==> config.mk <==
export PLATFORM = sky130hd
export DESIGN_NAME = meter_response_frame_decoder
export DESIGN_NICKNAME = d
export VERILOG_FILES = /design/src/design/mrfd_pkg.sv /design/src/design/mrfd_track.sv /design/src/design/mrfd_result.sv /design/src/design/meter_response_frame_decoder.sv
export SDC_FILE = /design/constraint.sdc
export NUM_CORES = 1
export LEC_CHECK = 0
export BUFFER_PORTS_ARGS = -buffer_cell sky130_fd_sc_hd__buf_2
export CAP_MARGIN = 5
export CORE_UTILIZATION = 50
export CTS_CLUSTER_DIAMETER = 60
export CTS_CLUSTER_SIZE = 10
export DETAILED_ROUTE_END_ITERATION = 6
export PLACE_DENSITY = 0.71
export SYNTH_ARGS = -nofsm -noshare
export SYNTH_HDL_FRONTEND = slang
export SYNTH_SLANG_ARGS = --single-unit
export TNS_END_PERCENT = 50
==> constraint.sdc <==
create_clock -name clk_i -period 5.75 [get_ports clk_i]
set_input_delay 0.2875 -clock clk_i [delete_from_list [all_inputs] [get_ports clk_i]]
set_output_delay 0.2875 -clock clk_i [all_outputs]
set_load 0.02 [all_outputs]
==> src/design/mrfd_pkg.sv <==
`default_nettype none

package mrfd_pkg;

  localparam logic [15:0] CrcInit = 16'hFFFF;
  localparam logic [15:0] CrcPoly = 16'hA001;

  localparam int unsigned PayloadFirst = 3;
  localparam int unsigned PayloadLen   = 20;
  localparam int unsigned MinFrame     = 25;
  localparam int unsigned IdxW         = 6;
  localparam logic [IdxW-1:0] IndexMax = 6'd63;

  // Frame positions of the 16-bit words; 32-bit values put the low word first.
  localparam int unsigned PosVoltage   = 3;
  localparam int unsigned PosCurrent   = 5;
  localparam int unsigned PosPower     = 9;
  localparam int unsigned PosEnergy    = 13;
  localparam int unsigned PosFrequency = 17;
  localparam int unsigned PosPfactor   = 19;
  localparam int unsigned PosAlarm     = 21;

  typedef logic [PayloadLen-1:0][7:0] payload_t;

  typedef struct packed {
    logic crc_ok;
    logic len_ok;
  } mrfd_status_t;

  // Reflected CRC-16, one byte folded in bit by bit.
  function automatic logic [15:0] crc_byte(input logic [15:0] crc, input logic [7:0] b);
    logic [15:0] c;
    c = crc ^ {8'h00, b};
    for (int k = 0; k < 8; k++) begin
      c = c[0] ? ((c >> 1) ^ CrcPoly) : (c >> 1);
    end
    return c;
  endfunction

  // Big-endian 16-bit word at a frame position inside the payload.
  function automatic logic [15:0] word16(input payload_t p, input int unsigned pos);
    return {p[pos-PayloadFirst], p[pos-PayloadFirst+1]};
  endfunction

  function automatic logic [31:0] word32(input payload_t p, input int unsigned pos);
    return {word16(p, pos + 2), word16(p, pos)};
  endfunction

endpackage

`default_nettype wire

==> src/design/mrfd_track.sv <==
`default_nettype none

module mrfd_track (
  input  wire logic                  clk_i,
  input  wire logic                  rst_ni,
  input  wire logic                  fire_i,
  input  wire logic [7:0]            rx_byte_i,
  input  wire logic                  last_byte_i,
  output mrfd_pkg::mrfd_status_t     status_o,
  output mrfd_pkg::payload_t         payload_o
);
  import mrfd_pkg::*;

  logic [15:0]     crc_q, crc_d;
  logic [IdxW-1:0] idx_q, idx_d;
  payload_t        payload_q;

  assign crc_d = crc_byte(crc_q, rx_byte_i);

  always_comb begin
    if (last_byte_i) begin
      idx_d = '0;
    end else if (idx_q < IndexMax) begin
      idx_d = idx_q + 1'b1;
    end else begin
      idx_d = idx_q;
    end
  end

  always_ff @(posedge clk_i or negedge rst_ni) begin
    if (!rst_ni) begin
      crc_q <= CrcInit;
      idx_q <= '0;
    end else if (fire_i) begin
      crc_q <= last_byte_i ? CrcInit : crc_d;
      idx_q <= idx_d;
    end
  end

  always_ff @(posedge clk_i) begin
    for (int i = 0; i < PayloadLen; i++) begin
      if (fire_i && idx_q == IdxW'(i + PayloadFirst)) begin
        payload_q[i] <= rx_byte_i;
      end
    end
  end

  // The length test looks at the position of the byte now arriving.
  assign status_o.crc_ok = (crc_d == 16'h0000);
  assign status_o.len_ok = (idx_q >= IdxW'(MinFrame - 1));
  assign payload_o       = payload_q;

endmodule

`default_nettype wire

==> src/design/mrfd_result.sv <==
`default_nettype none

module mrfd_result (
  input  wire logic                  clk_i,
  input  wire logic                  rst_ni,
  input  wire logic                  load_i,
  input  wire mrfd_pkg::mrfd_status_t status_i,
  input  wire mrfd_pkg::payload_t     payload_i,
  input  wire logic                  out_ready_i,
  output logic                       out_valid_o,
  output logic [15:0]                voltage_decivolt_o,
  output logic [31:0]                current_milliamp_o,
  output logic [31:0]                power_deciwatt_o,
  output logic [31:0]                energy_watt_hour_o,
  output logic [15:0]                frequency_decihertz_o,
  output logic [15:0]                power_factor_hundredths_o,
  output logic [15:0]                alarm_word_o,
  output logic                       update_ok_o
);
  import mrfd_pkg::*;

  logic        valid_q;
  logic        ok;
  logic [15:0] volt_q, freq_q, pf_q, alarm_q;
  logic [31:0] curr_q, pwr_q, energy_q;
  logic        ok_q;

  assign ok = status_i.crc_ok && status_i.len_ok;

  always_ff @(posedge clk_i or negedge rst_ni) begin
    if (!rst_ni) begin
      valid_q <= 1'b0;
    end else if (load_i) begin
      valid_q <= 1'b1;
    end else if (out_ready_i) begin
      valid_q <= 1'b0;
    end
  end

  always_ff @(posedge clk_i) begin
    if (load_i) begin
      volt_q   <= ok ? word16(payload_i, PosVoltage)   : '0;
      curr_q   <= ok ? word32(payload_i, PosCurrent)   : '0;
      pwr_q    <= ok ? word32(payload_i, PosPower)     : '0;
      energy_q <= ok ? word32(payload_i, PosEnergy)    : '0;
      freq_q   <= ok ? word16(payload_i, PosFrequency) : '0;
      pf_q     <= ok ? word16(payload_i, PosPfactor)   : '0;
      alarm_q  <= ok ? word16(payload_i, PosAlarm)     : '0;
      ok_q     <= ok;
    end
  end

  assign out_valid_o               = valid_q;
  assign voltage_decivolt_o        = volt_q;
  assign current_milliamp_o        = curr_q;
  assign power_deciwatt_o          = pwr_q;
  assign energy_watt_hour_o        = energy_q;
  assign frequency_decihertz_o     = freq_q;
  assign power_factor_hundredths_o = pf_q;
  assign alarm_word_o              = alarm_q;
  assign update_ok_o               = ok_q;

endmodule

`default_nettype wire

==> src/design/meter_response_frame_decoder.sv <==
// Channel  | Handshake               | Payload
// ---------+-------------------------+------------------------------------------
// in       | in_valid_i / in_ready_o | rx_byte_i, last_byte_i
// out      | out_valid_o/ out_ready_i| measurement fields, update_ok_o
//
// One byte is taken every cycle while in_ready_o is high; the CRC and byte position update at the transfer.
// The result of a frame appears in the cycle after its last byte is taken, from the result register.
// Input stalls only while a result waits and out_ready_i is low.
// Reset loads the CRC with all ones and clears the byte position; payload bytes are
// not reset.
`default_nettype none

module meter_response_frame_decoder (
  input  wire logic        clk_i,
  input  wire logic        rst_ni,
  input  wire logic        in_valid_i,
  output logic             in_ready_o,
  input  wire logic [7:0]  rx_byte_i,
  input  wire logic        last_byte_i,
  output logic             out_valid_o,
  input  wire logic        out_ready_i,
  output logic [15:0]      voltage_decivolt_o,
  output logic [31:0]      current_milliamp_o,
  output logic [31:0]      power_deciwatt_o,
  output logic [31:0]      energy_watt_hour_o,
  output logic [15:0]      frequency_decihertz_o,
  output logic [15:0]      power_factor_hundredths_o,
  output logic [15:0]      alarm_word_o,
  output logic             update_ok_o
);
  import mrfd_pkg::*;

  logic         fire;
  mrfd_status_t status;
  payload_t     payload;

  assign in_ready_o = !out_valid_o || out_ready_i;
  assign fire       = in_valid_i && in_ready_o;

  mrfd_track u_track (
    .clk_i       (clk_i),
    .rst_ni      (rst_ni),
    .fire_i      (fire),
    .rx_byte_i   (rx_byte_i),
    .last_byte_i (last_byte_i),
    .status_o    (status),
    .payload_o   (payload)
  );

  mrfd_result u_result (
    .clk_i                     (clk_i),
    .rst_ni                    (rst_ni),
    .load_i                    (fire && last_byte_i),
    .status_i                  (status),
    .payload_i                 (payload),
    .out_ready_i               (out_ready_i),
    .out_valid_o               (out_valid_o),
    .voltage_decivolt_o        (voltage_decivolt_o),
    .current_milliamp_o        (current_milliamp_o),
    .power_deciwatt_o          (power_deciwatt_o),
    .energy_watt_hour_o        (energy_watt_hour_o),
    .frequency_decihertz_o     (frequency_decihertz_o),
    .power_factor_hundredths_o (power_factor_hundredths_o),
    .alarm_word_o              (alarm_word_o),
    .update_ok_o               (update_ok_o)
  );

endmodule

`default_nettype wire

==> Yosys cells after proc, flatten, opt, wreduce, memory -nomap -nowiden <==
Cells that the tools add are included.
{ "word_totals": {"ff_bits": 344, "in_bits": 13, "out_inout_bits": 163, "wordCells": 105} }
{ "op_classes": {"n_addsub": 1, "order_cmp": 2, "n_eq_ne": 20, "n_mux": 13, "n_bitwise": 9, "reduce_logical": 29} }
{ "ops": {"columns": ["op", "count"], "rows": [
  ["$mux 16", 9],
  ["$eq 6x4->1 const B", 8],
  ["$eq 6x5->1 const B", 7],
  ["$eq 6x3->1 const B", 4],
  ["$not 2->3", 8],
  ["$logic_and 1x1->1", 23],
  ["$logic_not 16->1", 1],
  ["$xor 16x8->16", 1],
  ["$mux 6", 2],
  ["$add 6x1->6 const B", 1],
  ["$eq 6x2->1 const B", 1],
  ["$ge 6x5->1 const B", 1],
  ["$lt 6x6->1 const B", 1],
  ["$reduce_bool 2->1", 2],
  ["$mux 1", 2],
  ["$reduce_and 2->1", 1],
  ["$logic_not 1->1", 1],
  ["$logic_or 1x1->1", 1]
]} }

==> Logic depth before layout (Yosys ltp) <==
{ "logic_depth": {"depth_word": 19, "depth_mapped": 7, "depth_no_buf": 6} }

==> Hierarchy <==
Synthesis repeated with hierarchy kept, for this count alone.
{ "hier_totals": {"cells_unflattened": 679, "area_unflattened_um2": 12368.1} }
{ "modules_own_cells": {"columns": ["module", "instances", "cells_each", "area_per_inst_um2", "seq_area_each_um2"], "rows": [
  ["mrfd_track", 1, 316, 6297.3, 5375.2],
  ["mrfd_result", 1, 360, 6044.5, 4859.7],
  ["meter_response_frame_decoder", 1, 3, 26.3, 0.0]
]} }

==> Worst setup path after synthesis <==
OpenSTA, ideal clock, no wires.
{ "synth_timing": {"path_type": "register to register", "startpoint": "reg u_result.valid_q, in the netlist u_result.out_valid_o", "endpoint": "reg u_result.alarm_q[0], in the netlist u_result.alarm_word_o[0], enable pin", "setup_time_ns": 0.515, "t_arrival_ns": 4.474, "required_time_ns": 5.235, "slack_ns": 0.760, "stages_incl_launch_ff": 6, "path_buffers": 1, "synth_period_minus_slack_ns": 4.990, "cell_sequence": "dfrtp_1 nand2b_1 and2_1 clkbuf_1 nand2_1 inv_1"} }
{ "synth_between": {"elab_chain_len": 4} }
{ "synth_lines": {"columns": ["element", "line", "text"], "rows": [
  ["start: declaration", "mrfd_result.sv:22", "logic valid_q;"],
  ["start signal: assignment", "mrfd_result.sv:32", "valid_q <= 1'b0;"],
  ["start signal: assignment", "mrfd_result.sv:34", "valid_q <= 1'b1;"],
  ["start signal: assignment", "mrfd_result.sv:36", "valid_q <= 1'b0;"],
  ["$logic_not 1->1", "meter_response_frame_decoder.sv:37", "assign in_ready_o = !out_valid_o || out_ready_i;"],
  ["$logic_or 1x1->1", "meter_response_frame_decoder.sv:37", null],
  ["net in_ready_o", "meter_response_frame_decoder.sv:17", "output logic in_ready_o,"],
  ["$logic_and 1x1->1", "meter_response_frame_decoder.sv:38", "assign fire = in_valid_i && in_ready_o;"],
  ["$logic_and 1x1->1", "meter_response_frame_decoder.sv:53", ".load_i (fire && last_byte_i),"],
  ["net u_result.load_i", "mrfd_result.sv:6", "input wire logic load_i,"],
  ["end signal: assignment", "mrfd_result.sv:48", "alarm_q <= ok ? word16(payload_i, PosAlarm) : '0;"],
  ["end: declaration", "mrfd_result.sv:24", "logic [15:0] volt_q, freq_q, pf_q, alarm_q;"]
]} }
The timed path passes the listed nets, and every way through them passes these cells.
A chain may end at the register's enable or synchronous reset.

==> Final worst setup path <==
{ "layout_timing": {"startpoint": "reg u_result.valid_q, in the netlist u_result.out_valid_o", "endpoint": "reg u_result.energy_q[17], in the netlist u_result.energy_watt_hour_o[17], enable pin"} }
{ "layout_between": {"elab_chain_len": 4} }
{ "layout_lines": {"columns": ["element", "line", "text"], "rows": [
  ["$logic_not 1->1", "meter_response_frame_decoder.sv:37", null],
  ["$logic_or 1x1->1", "meter_response_frame_decoder.sv:37", null],
  ["$logic_and 1x1->1", "meter_response_frame_decoder.sv:38", null],
  ["$logic_and 1x1->1", "meter_response_frame_decoder.sv:53", null],
  ["net u_result.load_i", "mrfd_result.sv:6", null],
  ["end signal: assignment", "mrfd_result.sv:45", "energy_q <= ok ? word32(payload_i, PosEnergy) : '0;"],
  ["end: declaration", "mrfd_result.sv:25", "logic [31:0] curr_q, pwr_q, energy_q;"]
]} }
The timed path passes the listed nets, and every way through them passes these cells.

==> flow_metrics.env <==
export IMPL_ir_drop_v=0.0005735
export IMPL_drt_vias_per_instance=5.173
export IMPL_ys_seq_area_frac=0.8336
export IMPL_numCtsBuffers=40
export IMPL_vias=6244
export IMPL_cts_root_buf="clkbuf_16"
export IMPL_cp_arrival_ps=3270
export IMPL_power_frac_seq=0.490
export IMPL_r2r_setup_slack_ps=2640
export IMPL_grt_pass1_vias=6061
export IMPL_track_usage=0.1838
export IMPL_synthToLayoutAreaGrowth_pct=18.67
export IMPL_dpl_instance_area_um2=13450
export IMPL_relSlewSlack=0.3255
export IMPL_crit_fanout=106
export IMPL_rr_endpoint="u_result.energy_watt_hour_o[17]"
export IMPL_numPortBuffers=175
export IMPL_min_path_type="primary input to flip-flop"
export IMPL_fin_tns_setup_ps=0
export IMPL_rows=56
export IMPL_drt_iter0_drc=495
export IMPL_ys_types=33
export IMPL_wirelength_mm=23.30
export IMPL_outcome="finished clean"
export IMPL_rsz0062_at_grt="false"
export IMPL_start_kind="flip-flop"
export IMPL_pwr_share_clk=0.367
export IMPL_timing_final_crit_share=0.5412
export IMPL_wl_per_cell_um=19.31
export IMPL_drv_cap=0
export IMPL_crit_type="flip-flop to flip-flop"
export IMPL_grt_max_degree=111
export IMPL_core_area_um2=23750
export IMPL_die_height_um=158.7
export IMPL_syn_area_per_cell_um2=17.90
export IMPL_gp_congestion=0.7908
export IMPL_drc=0
export IMPL_firstDrtPassIters=4
export IMPL_power_density_nw_per_um2=405.7
export IMPL_clkLatencyLatePin_ps=510
export IMPL_clock_sinks=344
export IMPL_antenna_found_initial=0
export IMPL_post_cts_buffers=0
export IMPL_p_sw_w=0.001571
export IMPL_place_inst=1147
export IMPL_drive_gt1_frac=0.2793
export IMPL_slew_violations=0
export IMPL_worstSetupEndpoint="u_result.energy_watt_hour_o[17]"
export IMPL_crit_required_ps=5900
export IMPL_ios=176
export IMPL_initial_core_util=0.5169
export IMPL_nNetsFinal=888
export IMPL_fp_dieW_um=158.7
export IMPL_worstSetupStartpoint="u_result.out_valid_o"
export IMPL_post_synth_instance_area_um2=12280
export IMPL_power_w=0.005911
export IMPL_synth_cells=686
export IMPL_clkTransAtPathRegs_ps=60
export IMPL_netSwitchingFraction=0.2658
export IMPL_cts_tree="yes"
export IMPL_yosysWarnings=0
export IMPL_r2r_cells=5
export IMPL_ys_ff_latch=344
export IMPL_hpwl_mm=13.21
export IMPL_synth_fp_nets=703
export IMPL_fin_skew_ps=15.01
export IMPL_rr_startpoint="u_result.out_valid_o"
export IMPL_final_area_um2=14570
export IMPL_hold_viol=0
export IMPL_fmax_ghz=0.3214
export IMPL_grt_overflow=0
export IMPL_final_cells=1207
export IMPL_setup_viol=0
export IMPL_p_int_w=0.004340
export IMPL_cts_max_level=2
export IMPL_drtAntennaViolNets=0
export IMPL_grt_pass1_wl_mm=34.81
export IMPL_worst_slew_pin_slew_ps=1012
export IMPL_pwr_share_comb=0.143
export IMPL_utilization=0.6134
export IMPL_cts_path_max_buffers=3
export IMPL_fp_dieArea_um2=25190
export IMPL_p_leak_nw=5.845
export IMPL_cp_end_kind="flip-flop"
export IMPL_num_antenna_cells=0
export IMPL_min_period_ps=3112
-- worst min-delay path by stage --
stage                            from              endpoint  slack [ps]  cells after the start
after global routing      out_ready_i  u_result.out_valid_o         190                      3
final                     out_ready_i  u_result.out_valid_o         150                      3
after CTS                 out_ready_i  u_result.out_valid_o         150                      3
after detailed placement       rst_ni  u_result.out_valid_o         300                      1
after floorplan                rst_ni  u_result.out_valid_o          -8                      0
after global placement         rst_ni  u_result.out_valid_o         290                      1
-- through the flow --
step | setup slack, ps | hold WS (ps)
floorplan | 760.1 | -8.091
global placement | 2669 | 293.6
detailed placement | 2596 | 301.4
CTS | 2608 | 149.5
global route | 2382 | 193.3
finish | 2638 | 154.7
-- flip-flops by register name, indices dropped and copies added, names as in the netlist, 6 cells and up --
register,cells
u_result.alarm_word_o,16
u_result.current_milliamp_o,32
u_result.energy_watt_hour_o,32
u_result.frequency_decihertz_o,16
u_result.power_deciwatt_o,32
u_result.power_factor_hundredths_o,16
u_result.voltage_decivolt_o,16
u_track.crc_q,16
u_track.idx_q,6
u_track.payload_o,160
-- final cells by class --
type	count	area (µm²)
Clock inverter	3	26.28
Timing Repair Buffer	183	938.4
Clock buffer	56	1082
Fill cell	1742	9183
Multi-Input combinational cell	299	1873
Tap cell	319	399.1
Sequential cell	344	10230
Inverter	3	16.27
-- cells in the final DEF (no fill, tap or decap), drive strengths merged, types with 9 or more instances in the layout --
| cell type | instances |
|---|---|
| dfstp | 16 |
| nor2 | 32 |
| xnor2 | 18 |
| and2 | 9 |
| buf | 182 |
| edfxtp | 321 |
| a21oi | 11 |
| and3 | 161 |
| clkbuf | 56 |
| nand2 | 25 |
-- cells in the mapped netlist --
cell type  count  share of area
nand3b_1       1        0.00061
nand3_1        2        0.00082
nor4_1         3         0.0015
xnor3_1        1         0.0018
nor4_4         1         0.0017
nor2_1        31         0.0095
clkbuf_1      29         0.0089
nand2b_1       4         0.0020
a41oi_1        1        0.00071
ha_1           4         0.0041
xor3_1         1         0.0019
nor2_2         1        0.00051
nor3b_1        2         0.0012
xor2_1         7         0.0050
buf_2         10         0.0041
and2_1         9         0.0046
o21ai_0        7         0.0029
or4_1          1        0.00061
or3_1          1        0.00051
a21oi_1       11         0.0045
nor3_1         4         0.0016
dfrtp_1        7          0.014
dfstp_2       16          0.034
edfxtp_1     321           0.79
nor4b_2        1         0.0012
and3_1       161          0.082
nand2_1       25         0.0076
o211ai_1       1        0.00061
xnor2_2        1         0.0013
xnor2_1       17          0.012
inv_1          3        0.00092
buf_6          1        0.00092
nand4_1        1        0.00051
-- layer usage --
metal  global-route usage  wire length [µm]  up-vias
met1               0.2435              9854     3016
met2               0.3120             11650      234
met5                    0                 0        -
met4              0.05560               448        0
li1                     -                 -     2961
met3              0.03083              1345       33
-- cell families (layout without fill, tap and decap cells) --
family / after synthesis / in the layout / synth area share
adders and majority gates: 4 / 4 / 0.004076
AOI/OAI and AO/OA: 20 / 20 / 0.008662
DFF: 344 / 344 / 0.8336
buffers and inverters: 43 / 245 / 0.01478
xor gates and xnor gates: 27 / 27 / 0.02222
and+or+nand+nor: 248 / 248 / 0.1167
-- worst max-delay path, cell delays in order, from the launching register on --
cell      delay (ps)
dfrtp_1          380
nand2b_1         160
and2_1           600
nand2_1          290
inv_6            690
buf_4            500
-- timing repair --
action,4_1_cts,5_1_grt
hold buffers,1,0
setup endpoints to repair,0,0
resized for setup,0,0
hold endpoints to repair,7,0
-- power groups by stage --
stage	sequential (W)	clock (W)	combinational [W]
2_1_floorplan	0.00299	0	0.000556
3_3_place_gp	0.00294	0	0.000816
3_5_place_dp	0.00294	0	0.000835
4_1_cts	0.00289	0.00222	0.000845
5_1_grt	0.00290	0.00231	0.000926
6_report	0.00289	0.00217	0.000846
(Power assumes the default switching activity.)
